[src/sv/wstd_pkg.sv]
// Package: shared constants, types and controller/datapath command and status structs.
package wstd_pkg;
    localparam int MAX_SERVERS = 256;
    localparam int WEIGHT_BITS = 20;
    localparam int IDX_BITS    = $clog2(MAX_SERVERS);
    localparam int CNT_BITS    = IDX_BITS + 1;
    localparam int KEY_BITS    = WEIGHT_BITS + IDX_BITS;
    localparam int TIME_BITS   = 48;
    localparam int DUR_BITS    = 20;
    localparam logic [TIME_BITS-1:0] TIME_MAX = '1;

    typedef logic [KEY_BITS-1:0]  key_t;
    typedef logic [TIME_BITS-1:0] time_t;
    typedef logic [IDX_BITS-1:0]  idx_t;
    typedef logic [CNT_BITS-1:0]  cnt_t;

    typedef enum logic [3:0] {
        OP_NONE,
        OP_LOAD,       // append key to free heap, begin sift up
        OP_PREP,       // capture duration, raise time to task count
        OP_CHECK,      // read busy top for release test
        OP_BPOP,       // start busy pop: latch top key, move last to root
        OP_FPUSH,      // push popped busy key into free heap
        OP_JUMP,       // time := busy top finish
        OP_FPOP,       // start free pop
        OP_BPUSH,      // push chosen key into busy heap
        OP_FINISH      // advance task index, form the no-server result
    } op_t;

    typedef struct packed {
        op_t  op;
        logic step;    // advance running sift by one state
    } cmd_t;

    typedef struct packed {
        logic sift_busy;
        logic rel_ok;      // busy nonempty and top finish <= time
        logic free_empty;
        logic busy_empty;
        logic no_servers;
        logic load_ok;
    } sts_t;
endpackage

[src/sv/wstd_ctrl.sv]
// Controller: sequences load and task operations on the datapath.
module wstd_ctrl
    import wstd_pkg::*;
(
    input  logic aclk,
    input  logic aresetn,
    input  logic in_valid,
    output logic in_ready,
    input  logic in_mode,
    output logic out_valid,
    input  logic out_ready,
    input  sts_t sts,
    output cmd_t cmd
);
    typedef enum logic [3:0] {
        C_IDLE, C_WAIT_LOAD, C_CHECK, C_TEST, C_WAIT_REL, C_FPUSH_WAIT,
        C_JUMP, C_FPOP, C_FPOP_WAIT, C_BPUSH_WAIT, C_FINISH, C_OUT
    } st_t;

    st_t  st_reg, st_next;
    logic jumped_reg, jumped_next;
    logic pushed_reg, pushed_next;

    assign in_ready  = st_reg == C_IDLE;
    assign out_valid = st_reg == C_OUT;

    always_comb begin
        st_next     = st_reg;
        jumped_next = jumped_reg;
        pushed_next = pushed_reg;
        cmd.op      = OP_NONE;
        cmd.step    = sts.sift_busy;
        unique case (st_reg)
            C_IDLE: begin
                if (in_valid) begin
                    if (!in_mode) begin
                        if (sts.load_ok) begin
                            cmd.op  = OP_LOAD;
                            st_next = C_WAIT_LOAD;
                        end
                    end else if (sts.no_servers) begin
                        cmd.op  = OP_FINISH;
                        st_next = C_OUT;
                    end else begin
                        cmd.op      = OP_PREP;
                        jumped_next = 1'b0;
                        st_next     = C_CHECK;
                    end
                end
            end
            C_WAIT_LOAD: if (!sts.sift_busy) st_next = C_IDLE;
            C_CHECK: begin
                if (!sts.sift_busy) begin
                    cmd.op  = OP_CHECK;
                    st_next = C_TEST;
                end
            end
            C_TEST: begin
                if (sts.rel_ok) begin
                    cmd.op      = OP_BPOP;
                    pushed_next = 1'b0;
                    st_next     = C_WAIT_REL;
                end else if (sts.free_empty && !sts.busy_empty && !jumped_reg) begin
                    st_next = C_JUMP;
                end else st_next = C_FPOP;
            end
            C_WAIT_REL: if (!sts.sift_busy) st_next = C_FPUSH_WAIT;
            C_FPUSH_WAIT: begin
                if (!pushed_reg) begin
                    cmd.op      = OP_FPUSH;
                    pushed_next = 1'b1;
                end else if (!sts.sift_busy) st_next = C_CHECK;
            end
            C_JUMP: begin
                cmd.op      = OP_JUMP;
                jumped_next = 1'b1;
                st_next     = C_CHECK;
            end
            C_FPOP: begin
                cmd.op  = OP_FPOP;
                st_next = C_FPOP_WAIT;
            end
            C_FPOP_WAIT: begin
                if (!sts.sift_busy) begin
                    cmd.op  = OP_BPUSH;
                    st_next = C_BPUSH_WAIT;
                end
            end
            C_BPUSH_WAIT: if (!sts.sift_busy) st_next = C_FINISH;
            C_FINISH: begin
                cmd.op  = OP_FINISH;
                st_next = C_OUT;
            end
            C_OUT: if (out_ready) st_next = C_IDLE;
            default: st_next = C_IDLE;
        endcase
    end

    always_ff @(posedge aclk) begin
        if (!aresetn) begin
            st_reg     <= C_IDLE;
            jumped_reg <= 1'b0;
            pushed_reg <= 1'b0;
        end else begin
            st_reg     <= st_next;
            jumped_reg <= jumped_next;
            pushed_reg <= pushed_next;
        end
    end
endmodule

[config.mk]
export PLATFORM = sky130hd
export DESIGN_NAME = wstd_ctrl
export DESIGN_NICKNAME = d
export VERILOG_FILES = /design/src/sv/wstd_pkg.sv /design/src/sv/wstd_ctrl.sv
export SDC_FILE = /design/constraint.sdc
export NUM_CORES = 1
export LEC_CHECK = 0
export BUFFER_PORTS_ARGS = -buffer_cell sky130_fd_sc_hd__buf_2
export CAP_MARGIN = 5
export CELL_PAD_IN_SITES_DETAIL_PLACEMENT = 1
export CELL_PAD_IN_SITES_GLOBAL_PLACEMENT = 1
export CORE_ASPECT_RATIO = 1.1
export CORE_MARGIN = 8
export CORE_UTILIZATION = 30
export CTS_CLUSTER_DIAMETER = 80
export DETAILED_ROUTE_END_ITERATION = 10
export GPL_TIMING_DRIVEN = 1
export PLACE_DENSITY = 0.8
export SYNTH_ARGS = -nofsm -noshare
export SYNTH_HDL_FRONTEND = slang
export SYNTH_SLANG_ARGS = --single-unit
[constraint.sdc]
create_clock -name aclk -period 1.6 [get_ports aclk]
set_input_delay 0.24 -clock aclk [delete_from_list [all_inputs] [get_ports aclk]]
set_output_delay 0.24 -clock aclk [all_outputs]
set_load 0.02 [all_outputs]
==> results of run 1 <==
-- power by group --
| group | internal (uW) | switching [uW] | total [uW] |
|---|---|---|---|
| combinational | 496 | 522 | 1020 |
| clock | 85.4 | 62.5 | 148 |
| sequential | 202 | 61.4 | 264 |
-- cells in the mapped netlist, drive strengths merged (2+ instances only) --
| library cell | count |
|---|---|
| a21oi | 5 |
| a32oi | 2 |
| and2 | 2 |
| and3 | 2 |
| buf | 3 |
| clkbuf | 3 |
| dfxtp | 6 |
| inv | 5 |
| nand2 | 8 |
| nand3 | 6 |
| nand3b | 2 |
| nor2 | 6 |
| nor2b | 8 |
| nor3b | 3 |
| o21ai | 11 |
| o311a | 2 |
-- repair_timing --
item                       CTS  global route
pin swaps                    0             2
buffers inserted             3             1
resized for setup           17             9
hold buffers                 0             0
gates cloned                 0             0
setup endpoints to repair    6             6
-- final timing paths --
check                           slack (ps)                    start                 endpoint  cells past startpoint
worst min register to register         510  jumped_reg$_SDFFE_PN0P_  jumped_reg$_SDFFE_PN0P_                      2
worst max register to register          70   st_reg[2]$_SDFFE_PN0P_   st_reg[0]$_SDFFE_PN0P_                      5
worst min-delay path                   280                  aresetn   st_reg[1]$_SDFFE_PN0P_                      2
worst max-delay path                   -40   st_reg[3]$_SDFFE_PN0P_                   cmd[4]                      5
-- metrics by stage --
| stage | util [%] | power [uW] | hold slack [ps] |
|---|---|---|---|
| 2_1_floorplan | - | 785 | 356 |
| 3_3_place_gp | 41.0 | 1090 | 487 |
| 3_5_place_dp | 41.0 | 1130 | 499 |
| 4_1_cts | 45.2 | 1360 | 277 |
| 5_1_grt | 46.9 | 1540 | 290 |
| 6_report | 46.9 | 1430 | 277 |
-- cells in the final DEF (no fill, tap or decap), drive strengths merged, types with 2 or more instances in the layout --
cell type	count
nand3	6
nor3b	3
inv	5
dfxtp	6
o311a	2
a32oi	2
and2	2
a21oi	5
nand3b	2
buf	34
nor2	6
o21ai	11
clkbuf	3
nor2b	8
nand2	8
and3	2
-- cells by family after synthesis --
kind of cell    synth area share, %
xor+xnor                       1.47
simple gates                   38.7
buf+inv                        7.98
flops                          20.2
compound gates                 31.7
-- routing by layer --
metal  vias to the layer above  GRT usage (%)  routed length (um)
met5                         -              0                   0
met4                         0           7.06                  15
met3                         2           2.26                  59
li1                        373              -                   -
met2                        10           23.9                1300
met1                       366           14.9                1000
-- layout make-up --
class	instances	share of cell area, %
Clock buffer	3	2.48
Inverter	5	2.07
Multi-Input combinational cell	69	50.5
Sequential cell	6	14.9
Tap cell	28	3.86
Timing Repair Buffer	34	26.2
==> reports/qor.yml, run 1 <==
global_route:
  grt_antenna_before_repair: 0
  grt_pass1_wl_um: 3960
  first_global_vias: 826
  grt_max_degree: 13
  grt_usage_pct: 13.6
  grt_overflow: 0
final_layout:
  antenna_cells: 0
  layout-drive-gt1-share_pct: 44.4
  area_delta_synth_final_pct: 52.3
  stdcell_area_um2: 907
  fin_nets: 130
  nFillCells: 243
  multi_input_area_um2: 458
  seq_area_um2: 135
  instances_no_fill: 145
  largest_register_ffs: 4
logic_synthesis:
  synth_nets: 97
  netlist_area_um2: 596
  synth_largest_area_cell: "dfxtp_1"
  synth_flop_cell: "dfxtp_1"
  netlist-cell-type-count: 31
  syn_area_per_cell_um2: 6.93
  synth-async-reset-ratio_pct: 0
  synth_edf_count: 0
  synth_seq_area_share_pct: 20.2
  synth-seq-cells: 6
  synth_top_area_share_pct: 20.2
  synth.top_cells.by_area: "dfxtp_1, o21ai_0, nor2b_1, nand3_1, nand2_1"
  yosysWarnings: 0
  syn_inst: 86
floorplanning:
  die_h_um: 62.7
  num_rows: 17
  coreArea_um2: 1940
  io_pins: 18
  die_area_um2: 3670
  start_util_pct: 30.8
  die_w_um: 58.5
sta:
  fin_crit_sh_pct: 102
  tightest_slew_ps: 349
  fin_crit_ps: 1640
  max_freq_mhz: 610
  rsz0062_at_grt: "yes"
  tns_ps: -38.4
  maxSlewHeadroom_pct: 76.7
  fin_skew_ps: 1.73
  setup_violations: 1
  drv_slew: 0
  final-hold-violation-count: 0
  fin_ws_ps: -38.4
power:
  p_leak_uw: 0.000412
  ir_drop_uv: 574
  p_per_area_nw_per_um2: 1580
route:
  routed_via_density: 5.18
  drt_iter0_drc: 7
  first_pass_iters: 4
  drc: 0
  vias: 751
  routed_wl_um: 2380
  wl_per_cell_um: 16.4
  ant_nets: 0
placed_design:
  hpwlAfterDp_um: 1770
  portBuffers: 17
  place_ws_ps: -3.21
  place_congestion: 0.848
  dp.cells: 138
  placed_area_um2: 793
clocking:
  clk_pin_slew_ps: 50
  clockRootBuffer: "clkbuf_4"
  cts_tree: "yes"
  cts_max_level: 1
  cts_made_buffers: 3
  cts_sinks: 6
  clk_latency_ps: 250
  clock_path_buffers: 2
worst_setup_path:
  setup.worst_path.end_class: "output pin"
  path_cells: "nor4_4 -> buf_4 -> nand4_1 -> o21ai_1 -> buf_4"
  path_buf_inv: 2
  crit_top_cell: "buf_4"
  worstPathArrival_ps: 1400
  critPathRequiredTime_ps: 1360
  worstSetupPathType: "flop to output pin"
  critPathLaunchType: "flop"
  max_stage_delay_ps: 350
  cp_top_family: "simple AND/OR/NAND/NOR gates"
  crit_fanout: 4
  critPathSlowestCell: "dfxtp_4"
run_status:
  violations: "negative setup slack"
  status: "complete, but fails checks"
job:
  drv_cap: 0
hold_path:
  hold_class: "primary input to flop"
Note: power is estimated with default switching activity, not from simulation.
==> inputs of run 2 (changes only) <==
Settings changed: GPL_TIMING_DRIVEN 1 to 0, RECOVER_POWER set to 100.
Clock period 1.6 ns to 1.5 ns, I/O delays scaled along.
==> reports/qor.yml, run 2 (same netlist as run 1, synthesis figures left out) <==
run_status:
  status: "complete, but fails checks"
  violations: "negative setup slack"
worst_setup_path:
  critPathLaunchType: "flop"
  cp_top_family: "simple AND/OR/NAND/NOR gates"
  worstPathArrival_ps: 1390  # about the same
  crit_fanout: 7  # +3
  worstSetupPathType: "flop to output pin"
  critPathRequiredTime_ps: 1270  # -90 ps
  setup.worst_path.end_class: "output pin"
  max_stage_delay_ps: 380  # +30 ps
  path_cells: "nor4_4 -> nand4_1 -> o21ai_1 -> buf_4"
  critPathSlowestCell: "nor4_4"
  path_buf_inv: 1  # -1
route:
  drt_iter0_drc: 12  # +5
  ant_nets: 0  # unchanged
  first_pass_iters: 4  # unchanged
  vias: 767  # +2.1%
  routed_wl_um: 2400  # +0.97%
  wl_per_cell_um: 16.7  # +1.7%
  routed_via_density: 5.33  # +2.8%
  drc: 0  # unchanged
sta:
  fin_crit_sh_pct: 107
  max_freq_mhz: 620
  fin_ws_ps: -112  # -73.5 ps
  drv_slew: 0  # unchanged
  fin_crit_ps: 1610
  setup_violations: 6  # +5
  fin_skew_ps: 2.32  # +0.589 ps
  final-hold-violation-count: 0  # unchanged
  rsz0062_at_grt: "yes"
  tns_ps: -300  # -261 ps
  tightest_slew_ps: 325  # -24.6 ps
  maxSlewHeadroom_pct: 78.2  # +1.5 points
  whs_ps: 273  # -3.79 ps
final_layout:
  stdcell_area_um2: 948  # +4.6%
  largest_register_ffs: 4  # unchanged
  fin_nets: 129  # -0.77%
  final_common_cell: "buf_4"
  antenna_cells: 0  # unchanged
  instances_no_fill: 144  # -0.69%
  final_cell_mix: "buf_4, buf_2, nand2_1"
  area_delta_synth_final_pct: 59.2
  layout-drive-gt1-share_pct: 42.2  # -2.2 points
global_route:
  grt_pass1_wl_um: 3910  # -1.2%
  grt_antenna_before_repair: 0  # unchanged
  grt_overflow: 0  # unchanged
  grt_usage_pct: 13.4  # -0.27 points
  first_global_vias: 813  # -1.6%
  grt_max_degree: 11  # -2
floorplanning:
  coreArea_um2: 1940  # unchanged
  start_util_pct: 30.8  # unchanged
  die_h_um: 62.7  # unchanged
  num_rows: 17  # unchanged
  die_area_um2: 3670  # unchanged
  io_pins: 18  # unchanged
  die_w_um: 58.5  # unchanged
clocking:
  cts_tree: "yes"
  cts_max_level: 1  # unchanged
  clockRootBuffer: "clkbuf_4"
  cts_sinks: 6  # unchanged
  clk_pin_slew_ps: 40  # about the same
  clk_latency_ps: 240  # about the same
  cts_made_buffers: 3  # unchanged
  clock_path_buffers: 2  # unchanged
placed_design:
  placed_area_um2: 732  # -7.7%
  dp.cells: 131  # -5.1%
  place_congestion: 0.815  # -3.9%
  place_ws_ps: -114  # -110 ps
  portBuffers: 17  # unchanged
  hpwlAfterDp_um: 1610  # -9.2%
power:
  ir_drop_uv: 740  # +29%
  p_per_area_nw_per_um2: 1690  # +7.4%
  p_leak_uw: 0.000412  # about the same
job:
  drv_cap: 0  # unchanged
hold_path:
  hold_class: "primary input to flop"
run 2: final timing paths:
path,slack (ps),start,to,cells after the start
max,-110,st_reg[2]$_SDFFE_PN0P_,cmd[4],4
min,270,aresetn,st_reg[1]$_SDFFE_PN0P_,2
max reg2reg,-10,st_reg[2]$_SDFFE_PN0P_,jumped_reg$_SDFFE_PN0P_,6
min reg2reg,500,pushed_reg$_SDFFE_PN0P_,pushed_reg$_SDFFE_PN0P_,2
run 2: stage by stage:
stage	utilization (%)	power, uW
floorplan	-	852
global placement	37.8	1050
detailed placement	37.8	1080
CTS	45.9	1480
global route	49.0	1720
finish	49.0	1600
run 2: timing repair:
action                                  CTS  global route
hold endpoints to repair                  0             0
hold buffers                              0             0
setup buffers                             7             3
endpoints found under the setup margin    8            10
gates resized for setup                  26            15
pin swaps                                 4             2
run 2: area by class of cell:
cell class / count / area (um2)
tap: 28 / 35.0
multi-input combinational: 69 / 478
timing repair buffer: 27 / 201
sequential: 6 / 133
inverter: 5 / 18.8
fill: 241 / 987
clock buffer: 3 / 22.5
buffer: 6 / 60.1
run 2: routing by layer:
layer | track usage, % | share of wire [%] | routed length, um
met1 | 15.2 | 40 | 961
met5 | 0 | 0 | 0
met3 | 2.88 | 5.0 | 121
met2 | 22.8 | 53 | 1280
met4 | 5.83 | 1.7 | 40
run 2: where the power goes:
group	internal (uW)	switching (uW)	leakage [uW]	total, uW
combinational	586	579	0.000347	1170
sequential	215	80.9	0.0000514	296
clock	90.1	52.7	0.0000138	143
total	891	713	0.000412	1600
==> inputs of run 3 (changes only) <==
Settings changed: CORE_MARGIN 8 to not set, TNS_END_PERCENT set to 30.
==> reports/qor.yml, run 3 (same netlist as run 1, synthesis figures left out) <==
sta:
  fin_ws_ps: -131  # -18.6 ps
  fin_crit_sh_pct: 109  # +1.2 points
  setup_violations: 6  # unchanged
  rsz0062_at_grt: "yes"
  fin_crit_ps: 1630  # +18.6 ps
  fin_skew_ps: 4.55  # +2.23 ps
  max_freq_mhz: 613  # -1.1%
  final-hold-violation-count: 0  # unchanged
  drv_slew: 0  # unchanged
  maxSlewHeadroom_pct: 76.3  # -1.9 points
  tightest_slew_ps: 352  # +27.2 ps
final_layout:
  seq_area_um2: 131  # -0.94%
  multi_input_area_um2: 470  # -1.6%
  area_delta_synth_final_pct: 42.4
  stdcell_area_um2: 848  # -11%
  instances_no_fill: 135  # -6.3%
  nFillCells: 239  # -0.83%
  antenna_cells: 0  # unchanged
  fin_nets: 121  # -6.2%
  final_cell_mix: "buf_2, o21ai_0, buf_4, nand2_1, nor2b_1"
  layout-drive-gt1-share_pct: 38.0  # -4.3 points
  largest_register_ffs: 4  # unchanged
  final_common_cell: "buf_2"
  fin_util_pct: 46.6  # -2.4 points
worst_setup_path:
  crit_fanout: 10  # +3
  path_buf_inv: 3  # +2
  worstSetupPathType: "flop to output pin"
  cp_top_family: "buffers and inverters"
  r2r_slack_ps: -60  # -50 ps
  setup.worst_path.end_class: "output pin"
  worstPathArrival_ps: 1410  # +20 ps
  max_stage_delay_ps: 310  # -70 ps
  critPathRequiredTime_ps: 1270  # about the same
  path_cells: "buf_4 -> clkbuf_4 -> nor2b_1 -> o21ai_0 -> nand2_2 -> buf_6"
  critPathSlowestCell: "dfxtp_1"
  critPathLaunchType: "flop"
run_status:
  status: "complete, but fails checks"
  violations: "negative setup slack"
clocking:
  cts_tree: "yes"
  clockRootBuffer: "clkbuf_4"
  clk_latency_ps: 250  # about the same
  clk_pin_slew_ps: 50  # about the same
  cts_max_level: 1  # unchanged
  postCtsHoldBufs: 0  # unchanged
  clock_path_buffers: 2  # unchanged
  cts_sinks: 6  # unchanged
  cts_made_buffers: 3  # unchanged
route:
  ant_nets: 0  # unchanged
  first_pass_iters: 4  # unchanged
  routed_via_density: 5.46  # +2.5%
  wl_met2_um: 1020  # -20%
  drt_iter0_drc: 13  # +1
  drc: 0  # unchanged
  top_layer_used: "met4"
  wl_per_cell_um: 15.0  # -10%
  routed_wl_um: 2020  # -16%
  wl_met3_um: 86  # -29%
  vias: 737  # -3.9%
  wl_met1_um: 873  # -9.2%
global_route:
  grt_usage_pct: 19.2  # +5.9 points
  grt_antenna_before_repair: 0  # unchanged
  grt_overflow: 0  # unchanged
  grt_max_degree: 11  # unchanged
  first_global_vias: 664  # -18%
  grt_pass1_wl_um: 3130  # -20%
floorplanning:
  io_pins: 18  # unchanged
  num_rows: 16  # -1
  coreArea_um2: 1820  # -5.9%
  die_w_um: 44.5  # -24%
  start_util_pct: 32.7  # +1.9 points
  die_area_um2: 2170  # -41%
  die_h_um: 48.7  # -22%
power:
  ir_drop_uv: 769  # +3.9%
  p_per_area_nw_per_um2: 1640  # -3.1%
  p_leak_uw: 0.000368  # -11%
placed_design:
  portBuffers: 17  # unchanged
  hpwlAfterDp_um: 1410  # -12%
  place_congestion: 0.832  # +2.1%
  dp.cells: 130  # -0.76%
  placed_area_um2: 731  # -0.17%
hold_path:
  hold_class: "primary input to flop"
job:
  drv_cap: 0  # unchanged
==> run 3: changes by cell type in the layout (fill, tap and decap cells not counted), sizes merged <==
cell	before	now
buf	30	21
clkbuf	6	7
==> run 3: tightest hold or removal path: stages <==
cell and delay [ps]:
buf_2 140, nand2_1 60, a21oi_1 30
==> run 3: per-layer routing <==
metal | GRT usage, % | vias up
met2 | 29.2 | 24
met4 | 7.58 | 0
met3 | 2.24 | 5
met1 | 27.1 | 353
met5 | 0 | -
li1 | - | 355
==> run 3: power by group <==
part	total, uW	internal, uW	switching [uW]	leakage (uW)
sequential	283	213	69.5	0.0000510
combinational	954	428	526	0.000303
clock	154	90.8	62.9	0.0000138
==> run 3: final timing paths <==
check / from / end / depth (start not counted)
worst max register to register: st_reg[2]$_SDFFE_PN0P_ / st_reg[1]$_SDFFE_PN0P_ / 5
worst min register to register: pushed_reg$_SDFFE_PN0P_ / pushed_reg$_SDFFE_PN0P_ / 2
worst min-delay path: aresetn / pushed_reg$_SDFFE_PN0P_ / 3
worst max-delay path: st_reg[3]$_SDFFE_PN0P_ / cmd[2] / 6
==> run 3: timing repair <==
item                       CTS  global route
setup endpoints to repair    8             8
setup buffers                0             2
resized for setup           16            13
pin swaps                    1             3
==> run 3: stage by stage <==
| step | setup slack [ps] | total power, uW | hold WS, ps | setup TNS [ps] |
|---|---|---|---|---|
| 2_1_floorplan | 2.83 | 852 | 341 | 0 |
| 3_3_place_gp | -58.3 | 1040 | 486 | -192 |
| 3_5_place_dp | -88.0 | 1070 | 495 | -417 |
| 4_1_cts | -141 | 1310 | 243 | -554 |
| 5_1_grt | -214 | 1490 | 262 | -967 |
| 6_report | -131 | 1390 | 255 | -526 |
==> run 3: layout make-up <==
class	count	area share (%)
Clock buffer	3	2.65
Inverter	5	2.21
Multi-Input combinational cell	69	55.5
Tap cell	27	3.98
Buffer	6	6.19
Sequential cell	6	15.5
Timing Repair Buffer	19	14.0
